===== src/rtl/core/krt_pkg.sv =====
package krt_pkg;

    localparam int CAPACITY_DEF = 128;
    localparam int KEY_W        = 32;
    localparam int DATA_W       = 32;
    localparam int STATUS_W     = 3;
    localparam int COUNT_W      = 8;

    localparam logic ACT_INSERT = 1'b0;
    localparam logic ACT_REMOVE = 1'b1;

    localparam logic [STATUS_W-1:0] ST_INSERTED  = 3'd0;
    localparam logic [STATUS_W-1:0] ST_FULL      = 3'd1;
    localparam logic [STATUS_W-1:0] ST_DUPLICATE = 3'd2;
    localparam logic [STATUS_W-1:0] ST_REMOVED   = 3'd3;
    localparam logic [STATUS_W-1:0] ST_NOTFOUND  = 3'd4;

    typedef struct packed {
        logic signed [KEY_W-1:0] key;
        logic [DATA_W-1:0]       data;
    } record_t;

    typedef struct packed {
        logic wr_en;
        logic rd_en;
    } mem_ctl_t;

endpackage


===== src/rtl/core/krt_ctrl.sv =====
module krt_ctrl #(
    parameter int CAPACITY = 128,
    parameter int IDX_W    = 7,
    parameter int CNT_W    = 8
) (
    input  logic                           clk,
    input  logic                           rst_n,
    input  logic                           in_valid,
    output logic                           in_stall,
    input  logic                           action,
    input  logic signed [krt_pkg::KEY_W-1:0] key,
    input  logic [krt_pkg::DATA_W-1:0]     entry_data,
    output logic                           out_valid,
    input  logic                           out_stall,
    output logic [krt_pkg::STATUS_W-1:0]   status,
    output logic [krt_pkg::COUNT_W-1:0]    entry_count,
    output krt_pkg::mem_ctl_t              mem_ctl,
    output logic [IDX_W-1:0]               wr_addr,
    output krt_pkg::record_t               wr_data,
    output logic [IDX_W-1:0]               rd_addr,
    input  krt_pkg::record_t               rd_data
);
    import krt_pkg::*;

    localparam logic [1:0] S_IDLE   = 2'd0;
    localparam logic [1:0] S_SEARCH = 2'd1;
    localparam logic [1:0] S_SHIFT  = 2'd2;
    localparam logic [1:0] S_FINISH = 2'd3;

    logic [1:0]              state_reg, state_next;
    logic [CNT_W-1:0]        count_reg, count_next;
    logic [CNT_W-1:0]        issue_reg, issue_next;
    logic                    pend_reg, pend_next;
    logic [IDX_W-1:0]        pend_idx_reg, pend_idx_next;
    logic                    op_reg, op_next;
    logic signed [KEY_W-1:0] key_reg, key_next;
    logic [DATA_W-1:0]       data_reg, data_next;
    logic [STATUS_W-1:0]     res_reg, res_next;
    logic                    out_valid_reg, out_valid_next;
    logic [STATUS_W-1:0]     status_reg, status_next;
    logic [COUNT_W-1:0]      entry_count_reg, entry_count_next;
    logic                    more;

    assign more = (issue_reg < count_reg);

    always_comb
    begin
        state_next       = state_reg;
        count_next       = count_reg;
        issue_next       = issue_reg;
        pend_next        = pend_reg;
        pend_idx_next    = pend_idx_reg;
        op_next          = op_reg;
        key_next         = key_reg;
        data_next        = data_reg;
        res_next         = res_reg;
        out_valid_next   = out_valid_reg;
        status_next      = status_reg;
        entry_count_next = entry_count_reg;
        mem_ctl          = '0;
        wr_addr          = count_reg[IDX_W-1:0];
        wr_data          = '{key: key_reg, data: data_reg};
        rd_addr          = issue_reg[IDX_W-1:0];

        if (out_valid_reg && !out_stall)
        begin
            out_valid_next = 1'b0;
        end

        unique case (state_reg)
            S_IDLE:
            begin
                if (in_valid)
                begin
                    op_next    = action;
                    key_next   = key;
                    data_next  = entry_data;
                    issue_next = '0;
                    pend_next  = 1'b0;
                    if (action == ACT_INSERT && count_reg >= CNT_W'(CAPACITY))
                    begin
                        res_next   = ST_FULL;
                        state_next = S_FINISH;
                    end
                    else if (count_reg == '0)
                    begin
                        if (action == ACT_INSERT)
                        begin
                            mem_ctl.wr_en = 1'b1;
                            wr_addr       = '0;
                            wr_data       = '{key: key, data: entry_data};
                            res_next      = ST_INSERTED;
                        end
                        else
                        begin
                            res_next = ST_NOTFOUND;
                        end
                        state_next = S_FINISH;
                    end
                    else
                    begin
                        state_next = S_SEARCH;
                    end
                end
            end
            S_SEARCH:
            begin
                mem_ctl.rd_en = more;
                if (more)
                begin
                    issue_next = issue_reg + 1'b1;
                end
                pend_next     = more;
                pend_idx_next = issue_reg[IDX_W-1:0];
                if (pend_reg && rd_data.key == key_reg)
                begin
                    if (op_reg == ACT_INSERT)
                    begin
                        res_next   = ST_DUPLICATE;
                        pend_next  = 1'b0;
                        state_next = S_FINISH;
                    end
                    else
                    begin
                        // restart reads just past the hit
                        issue_next = CNT_W'(pend_idx_reg) + 1'b1;
                        pend_next  = 1'b0;
                        state_next = S_SHIFT;
                    end
                end
                else if (!pend_reg && !more)
                begin
                    if (op_reg == ACT_INSERT)
                    begin
                        mem_ctl.wr_en = 1'b1;
                        res_next      = ST_INSERTED;
                    end
                    else
                    begin
                        res_next = ST_NOTFOUND;
                    end
                    state_next = S_FINISH;
                end
            end
            S_SHIFT:
            begin
                // read entry j+2 while writing entry j, never the same address
                mem_ctl.rd_en = more;
                if (more)
                begin
                    issue_next = issue_reg + 1'b1;
                end
                pend_next     = more;
                pend_idx_next = issue_reg[IDX_W-1:0];
                if (pend_reg)
                begin
                    mem_ctl.wr_en = 1'b1;
                    wr_addr       = pend_idx_reg - 1'b1;
                    wr_data       = rd_data;
                end
                else if (!more)
                begin
                    res_next   = ST_REMOVED;
                    state_next = S_FINISH;
                end
            end
            S_FINISH:
            begin
                if (!out_valid_reg || !out_stall)
                begin
                    if (res_reg == ST_INSERTED)
                    begin
                        count_next = count_reg + 1'b1;
                    end
                    else if (res_reg == ST_REMOVED)
                    begin
                        count_next = count_reg - 1'b1;
                    end
                    out_valid_next   = 1'b1;
                    status_next      = res_reg;
                    entry_count_next = COUNT_W'(count_next);
                    state_next       = S_IDLE;
                end
            end
            default:
            begin
                state_next = S_IDLE;
            end
        endcase
    end

    always_ff @(posedge clk or negedge rst_n)
    begin
        if (!rst_n)
        begin
            state_reg     <= S_IDLE;
            count_reg     <= '0;
            issue_reg     <= '0;
            pend_reg      <= 1'b0;
            out_valid_reg <= 1'b0;
        end
        else
        begin
            state_reg     <= state_next;
            count_reg     <= count_next;
            issue_reg     <= issue_next;
            pend_reg      <= pend_next;
            out_valid_reg <= out_valid_next;
        end
    end

    always_ff @(posedge clk)
    begin
        pend_idx_reg    <= pend_idx_next;
        op_reg          <= op_next;
        key_reg         <= key_next;
        data_reg        <= data_next;
        res_reg         <= res_next;
        status_reg      <= status_next;
        entry_count_reg <= entry_count_next;
    end

    assign in_stall    = (state_reg != S_IDLE);
    assign out_valid   = out_valid_reg;
    assign status      = status_reg;
    assign entry_count = entry_count_reg;

`ifndef SYNTHESIS
    a_count_range: assert property (@(posedge clk) disable iff (!rst_n)
        count_reg <= CNT_W'(CAPACITY))
        else $error("record count above capacity");

    a_count_with_result: assert property (@(posedge clk) disable iff (!rst_n)
        (count_reg != $past(count_reg)) |->
            (out_valid_reg && (status_reg == ST_INSERTED || status_reg == ST_REMOVED)))
        else $error("count changed without an insert or remove result");

    a_no_rw_overlap: assert property (@(posedge clk) disable iff (!rst_n)
        (mem_ctl.wr_en && mem_ctl.rd_en) |-> (wr_addr != rd_addr))
        else $error("read and write hit the same entry");

    a_wr_in_range: assert property (@(posedge clk) disable iff (!rst_n)
        mem_ctl.wr_en |-> (CNT_W'(wr_addr) <= count_reg))
        else $error("write beyond the record count");

    a_pend_busy: assert property (@(posedge clk) disable iff (!rst_n)
        pend_reg |-> (state_reg == S_SEARCH || state_reg == S_SHIFT))
        else $error("read pending outside search or shift");
`endif

endmodule


===== config.mk =====
export PLATFORM = sky130hd
export DESIGN_NAME = krt_ctrl
export DESIGN_NICKNAME = d
export VERILOG_FILES = /design/src/rtl/core/krt_pkg.sv /design/src/rtl/core/krt_ctrl.sv
export SDC_FILE = /design/constraint.sdc
export NUM_CORES = 1
export LEC_CHECK = 0
export BUFFER_PORTS_ARGS = -buffer_cell sky130_fd_sc_hd__buf_4
export CAP_MARGIN = 20
export CORE_MARGIN = 3
export CORE_UTILIZATION = 45
export CTS_BUF_LIST = sky130_fd_sc_hd__clkbuf_8 sky130_fd_sc_hd__clkbuf_16
export CTS_CLUSTER_SIZE = 20
export DETAILED_ROUTE_END_ITERATION = 8
export HOLD_SLACK_MARGIN = 0.1
export PLACE_DENSITY = 0.82
export SLEW_MARGIN = 5
export SYNTH_ARGS = -nofsm -noshare
export SYNTH_HDL_FRONTEND = slang
export SYNTH_SLANG_ARGS = --single-unit
export TNS_END_PERCENT = 5

===== constraint.sdc =====
create_clock -name clk -period 2.9 [get_ports clk]
set_input_delay 0.29 -clock clk [delete_from_list [all_inputs] [get_ports clk]]
set_output_delay 0.29 -clock clk [all_outputs]
set_load 0.1 [all_outputs]

==> PnR_summary.wiki <==
{| class="wikitable"
! Metric !! Value
|-
| Outcome || complete, no violations
|-
| Largest family of logic cells by synthesized area || simple AND/OR/NAND/NOR gates
|-
| Required time of the worst setup path || between 2 and 3 ns
|-
| Parity-gate share of the synthesized area counting xor and xnor cells || around 7.2%
|-
| Minimum period implied by the final worst setup slack || 2.90 ns
|-
| Horiz. Die Dim || 123 um
|-
| Max-slew headroom at the worst pin || 60.5%
|-
| Largest driver fanout on the critical path || 4
|-
| Fraction of final layout cells with drive strength greater than 1 || 34.5%
|-
| Initial core utilization || 46.5%
|-
| CTS tree || built
|-
| Sum of routed wire segments on met1 || slightly above 7000 um
|-
| RSZ-0062 raised after global routing || yes
|-
| CTS H-tree lvls || 3
|-
| Nets in the synthesized netlist || 777
|-
| Main area contributors after synthesis || sky130_fd_sc_hd__edfxtp_1 (42%), sky130_fd_sc_hd__nand2_1 (9.8%), sky130_fd_sc_hd__a32oi_1 (8.7%)
|-
| Critical path type || reg -> out
|-
| Routed length on met2 || 9950 um
|-
| Util after Layout || between 60% and 70%
|-
| Warnings from Yosys || 0
|-
| Synthesized area || 6210 um2
|-
| Highest metal layer with signal wires || met4
|-
| Flip-flop and latch count after synthesis || 106
|-
| Fraction of post-synthesis cell area in the top cell type by area || about two fifths
|-
| Number of input and output port buffers inserted || 225
|-
| Initial DRC Count || about 480
|-
| Antenna violation net count after detailed routing || 0
|-
| Placeable Area || between 10,000 and 15,000 um2
|-
| Worst slew pin tran || 0.588 ns
|-
| Number of inserted diodes || 0
|-
| Most instantiated library cell after synthesis || sky130_fd_sc_hd__nand2_1
|-
| Post-Syn Instances || 628
|-
| Cells after DPL || 1,001
|-
| Number of global-route vias before repair || 5,725
|-
| Final cell count without fillers || 1,022
|-
| Global route total overflow || 0
|-
| Commonest cells in the synthesized netlist || sky130_fd_sc_hd__nand2_1 (162), sky130_fd_sc_hd__edfxtp_1 (86), sky130_fd_sc_hd__a32oi_1 (62), sky130_fd_sc_hd__xnor2_1 (45), sky130_fd_sc_hd__inv_1 (22)
|-
| Final setup viols || 0
|-
| Detailed placer's ending HPWL || 14,300 um
|-
| Proportion of synthesized flip-flops having asynchronous set or reset || 18.9%
|-
| Compound-gate portion of the synthesized area || 16.1%
|-
| Worst hold path class || in -> reg
|-
| Post-detailed-route wirelength per cell || roughly 19 um
|-
| Number of clock buffers inserted by TritonCTS || 9
|-
| Synth cell types || 57
|-
| Final hold violations || 0
|-
| Clock Path Buffers || 2
|-
| Drt first pass iters || 5
|-
| Cell at the root of the clock tree || sky130_fd_sc_hd__clkbuf_16
|-
| Routed wire length || just under 20,000 um
|-
| Average instance area after synthesis || 9.89 um2
|-
| Post-route clock skew || 0.00790 ns
|-
| Crit start category || flip-flop
|-
| Placer Congestion || 0.905
|-
| Overall fraction of global-route tracks in use || 25.1%
|-
| Simple-Gate Fraction of Synth Area || a little under a fifth
|-
| Share of cell area taken by muxes after synthesis || 0.161%
|-
| Count of fill cells added during filler insertion || 1,131
|-
| Biggest area consumer among synthesized cells || sky130_fd_sc_hd__edfxtp_1
|-
| Vias per std cell || 5.71
|-
| Post-synth EDFFs || 86
|-
| Maximum number of pins on one net before global-route repair || slightly below 60
|-
| Total number of vias || 5,832
|-
| First-pass GRT wire length || 29,500 um
|-
| Remaining DRCs || 0
|-
| Source-to-sink clock delay at the later pin of the worst-skew pair || 0.35 ns
|-
| Maximum capacitance violations || 0
|-
| Total Nets Final || 990
|-
| Leading register cell type out of synthesis || sky130_fd_sc_hd__edfxtp_1
|-
| Clock edge transition at the registers on the reported setup and hold paths || 0.07 ns
|-
| Initial antenna violation count || 0
|-
| Arrival @ worst endpoint || about 2.6 ns
|-
| Row count || 42
|-
| Boundary pin count || 226
|-
| Clk sink count || 106
|-
| Amount of wire on met3 after detailed routing || 1940 um
|-
| Final critical-path share of the clock period || between 90% and 100%
|-
| Growth of design area from synthesis to finish || 36.4%
|-
| Die Y || 123 um
|-
| Maximum operating frequency || approximately 0.35 GHz
|-
| Area enclosed by the die boundary || around 15,000 um2
|-
| Adder-Cell Fraction of Synth Area || 3.22%
|-
| Max-slew violation count || 0
|-
| Share of the yosys chip area belonging to registers || 49.6%
|-
| Crit end category || primary output
|}
==> layer usage <==
metal  vias to the layer above  track usage, %
met2                       321            42.8
li1                       2738               -
met3                        40            8.65
met4                         0            7.54
met5                         -               0
met1                      2733            30.0
==> kinds of logic after synthesis <==
group	count (synthesis)
compound gates	129
xor+xnor	51
fa+ha+maj	16
buf+inv	70
flops	106
mux	1
simple gates	255
==> area by class of cell <==
class,instances,area [um2],area share [%]
sequential,106,3090,36.5
multi-input combinational,452,2850,33.7
timing repair buffer,248,1920,22.7
clock buffer,9,225,2.66
tap,176,220,2.60
inverter,24,90.1,1.06
clock inverter,7,68.8,0.812
==> path summary, 6_finish.rpt <==
kind,from,endpoint,slack (ns),cells past startpoint
min in group asynchronous,rst_n,issue_reg[3],0.37,2
setup reg to reg,key_reg[19],res_reg[0],0.41,8
hold / removal,entry_data[29],data_reg[29],0.12,1
hold reg to reg,count_reg[0],count_reg[0],0.50,1
setup / recovery,count_reg[7],mem_ctl[1],0.004,9
max in group asynchronous,rst_n,count_reg[2],2.29,2
==> critical path, stage by stage (launching register included) <==
cell and delay, ns:
sky130_fd_sc_hd__dfrtp_1 0.42, sky130_fd_sc_hd__inv_1 0.10, sky130_fd_sc_hd__ha_1 0.31, sky130_fd_sc_hd__nand2_1 0.08
sky130_fd_sc_hd__nor2_1 0.16, sky130_fd_sc_hd__a21oi_2 0.09, sky130_fd_sc_hd__or2_2 0.31, sky130_fd_sc_hd__or3_4 0.35
sky130_fd_sc_hd__a21oi_4 0.22, sky130_fd_sc_hd__buf_12 0.20
==> what timing repair did <==
item,CTS,global route
hold buffers,1,0
endpoints found under the setup margin,7,75
gates resized for setup,4,15
hold endpoints to repair,20,0
setup buffers,0,4
pin swaps,0,2
==> through the flow <==
stage               setup WS [ns]  setup TNS (ns)  instance area [um2]  hold WS [ns]
global placement            0.345               0                 8080         0.191
floorplan                  -0.122          -0.122                 6220      -0.00559
detailed placement          0.281               0                 8080         0.194
CTS                       -0.0185         -0.0185                 8390         0.106
finish                    0.00437               0                 8470         0.119
global route              -0.0940          -0.146                 8470         0.103
==> cell usage in the layout, fill, tap and decap left out, drive strengths merged, types with 3 or more instances in the layout <==
cell type	count
nand2	162
o21ai	20
and3	8
o211ai	9
xor2	6
nor4	4
o21bai	3
clkinv	4
nor2	13
a32oi	62
nand3	15
o22ai	3
inv	24
ha	16
nor3	10
a21oi	12
nand2b	8
xnor2	45
nand4	16
o2111ai	3
clkbuf	9
a31oi	3
buf	247
dfrtp	20
or3	6
edfxtp	86
Power is left out: the tool's default activity adds up to more than one toggle a clock period on the data nets, which glitch-free logic cannot reach.
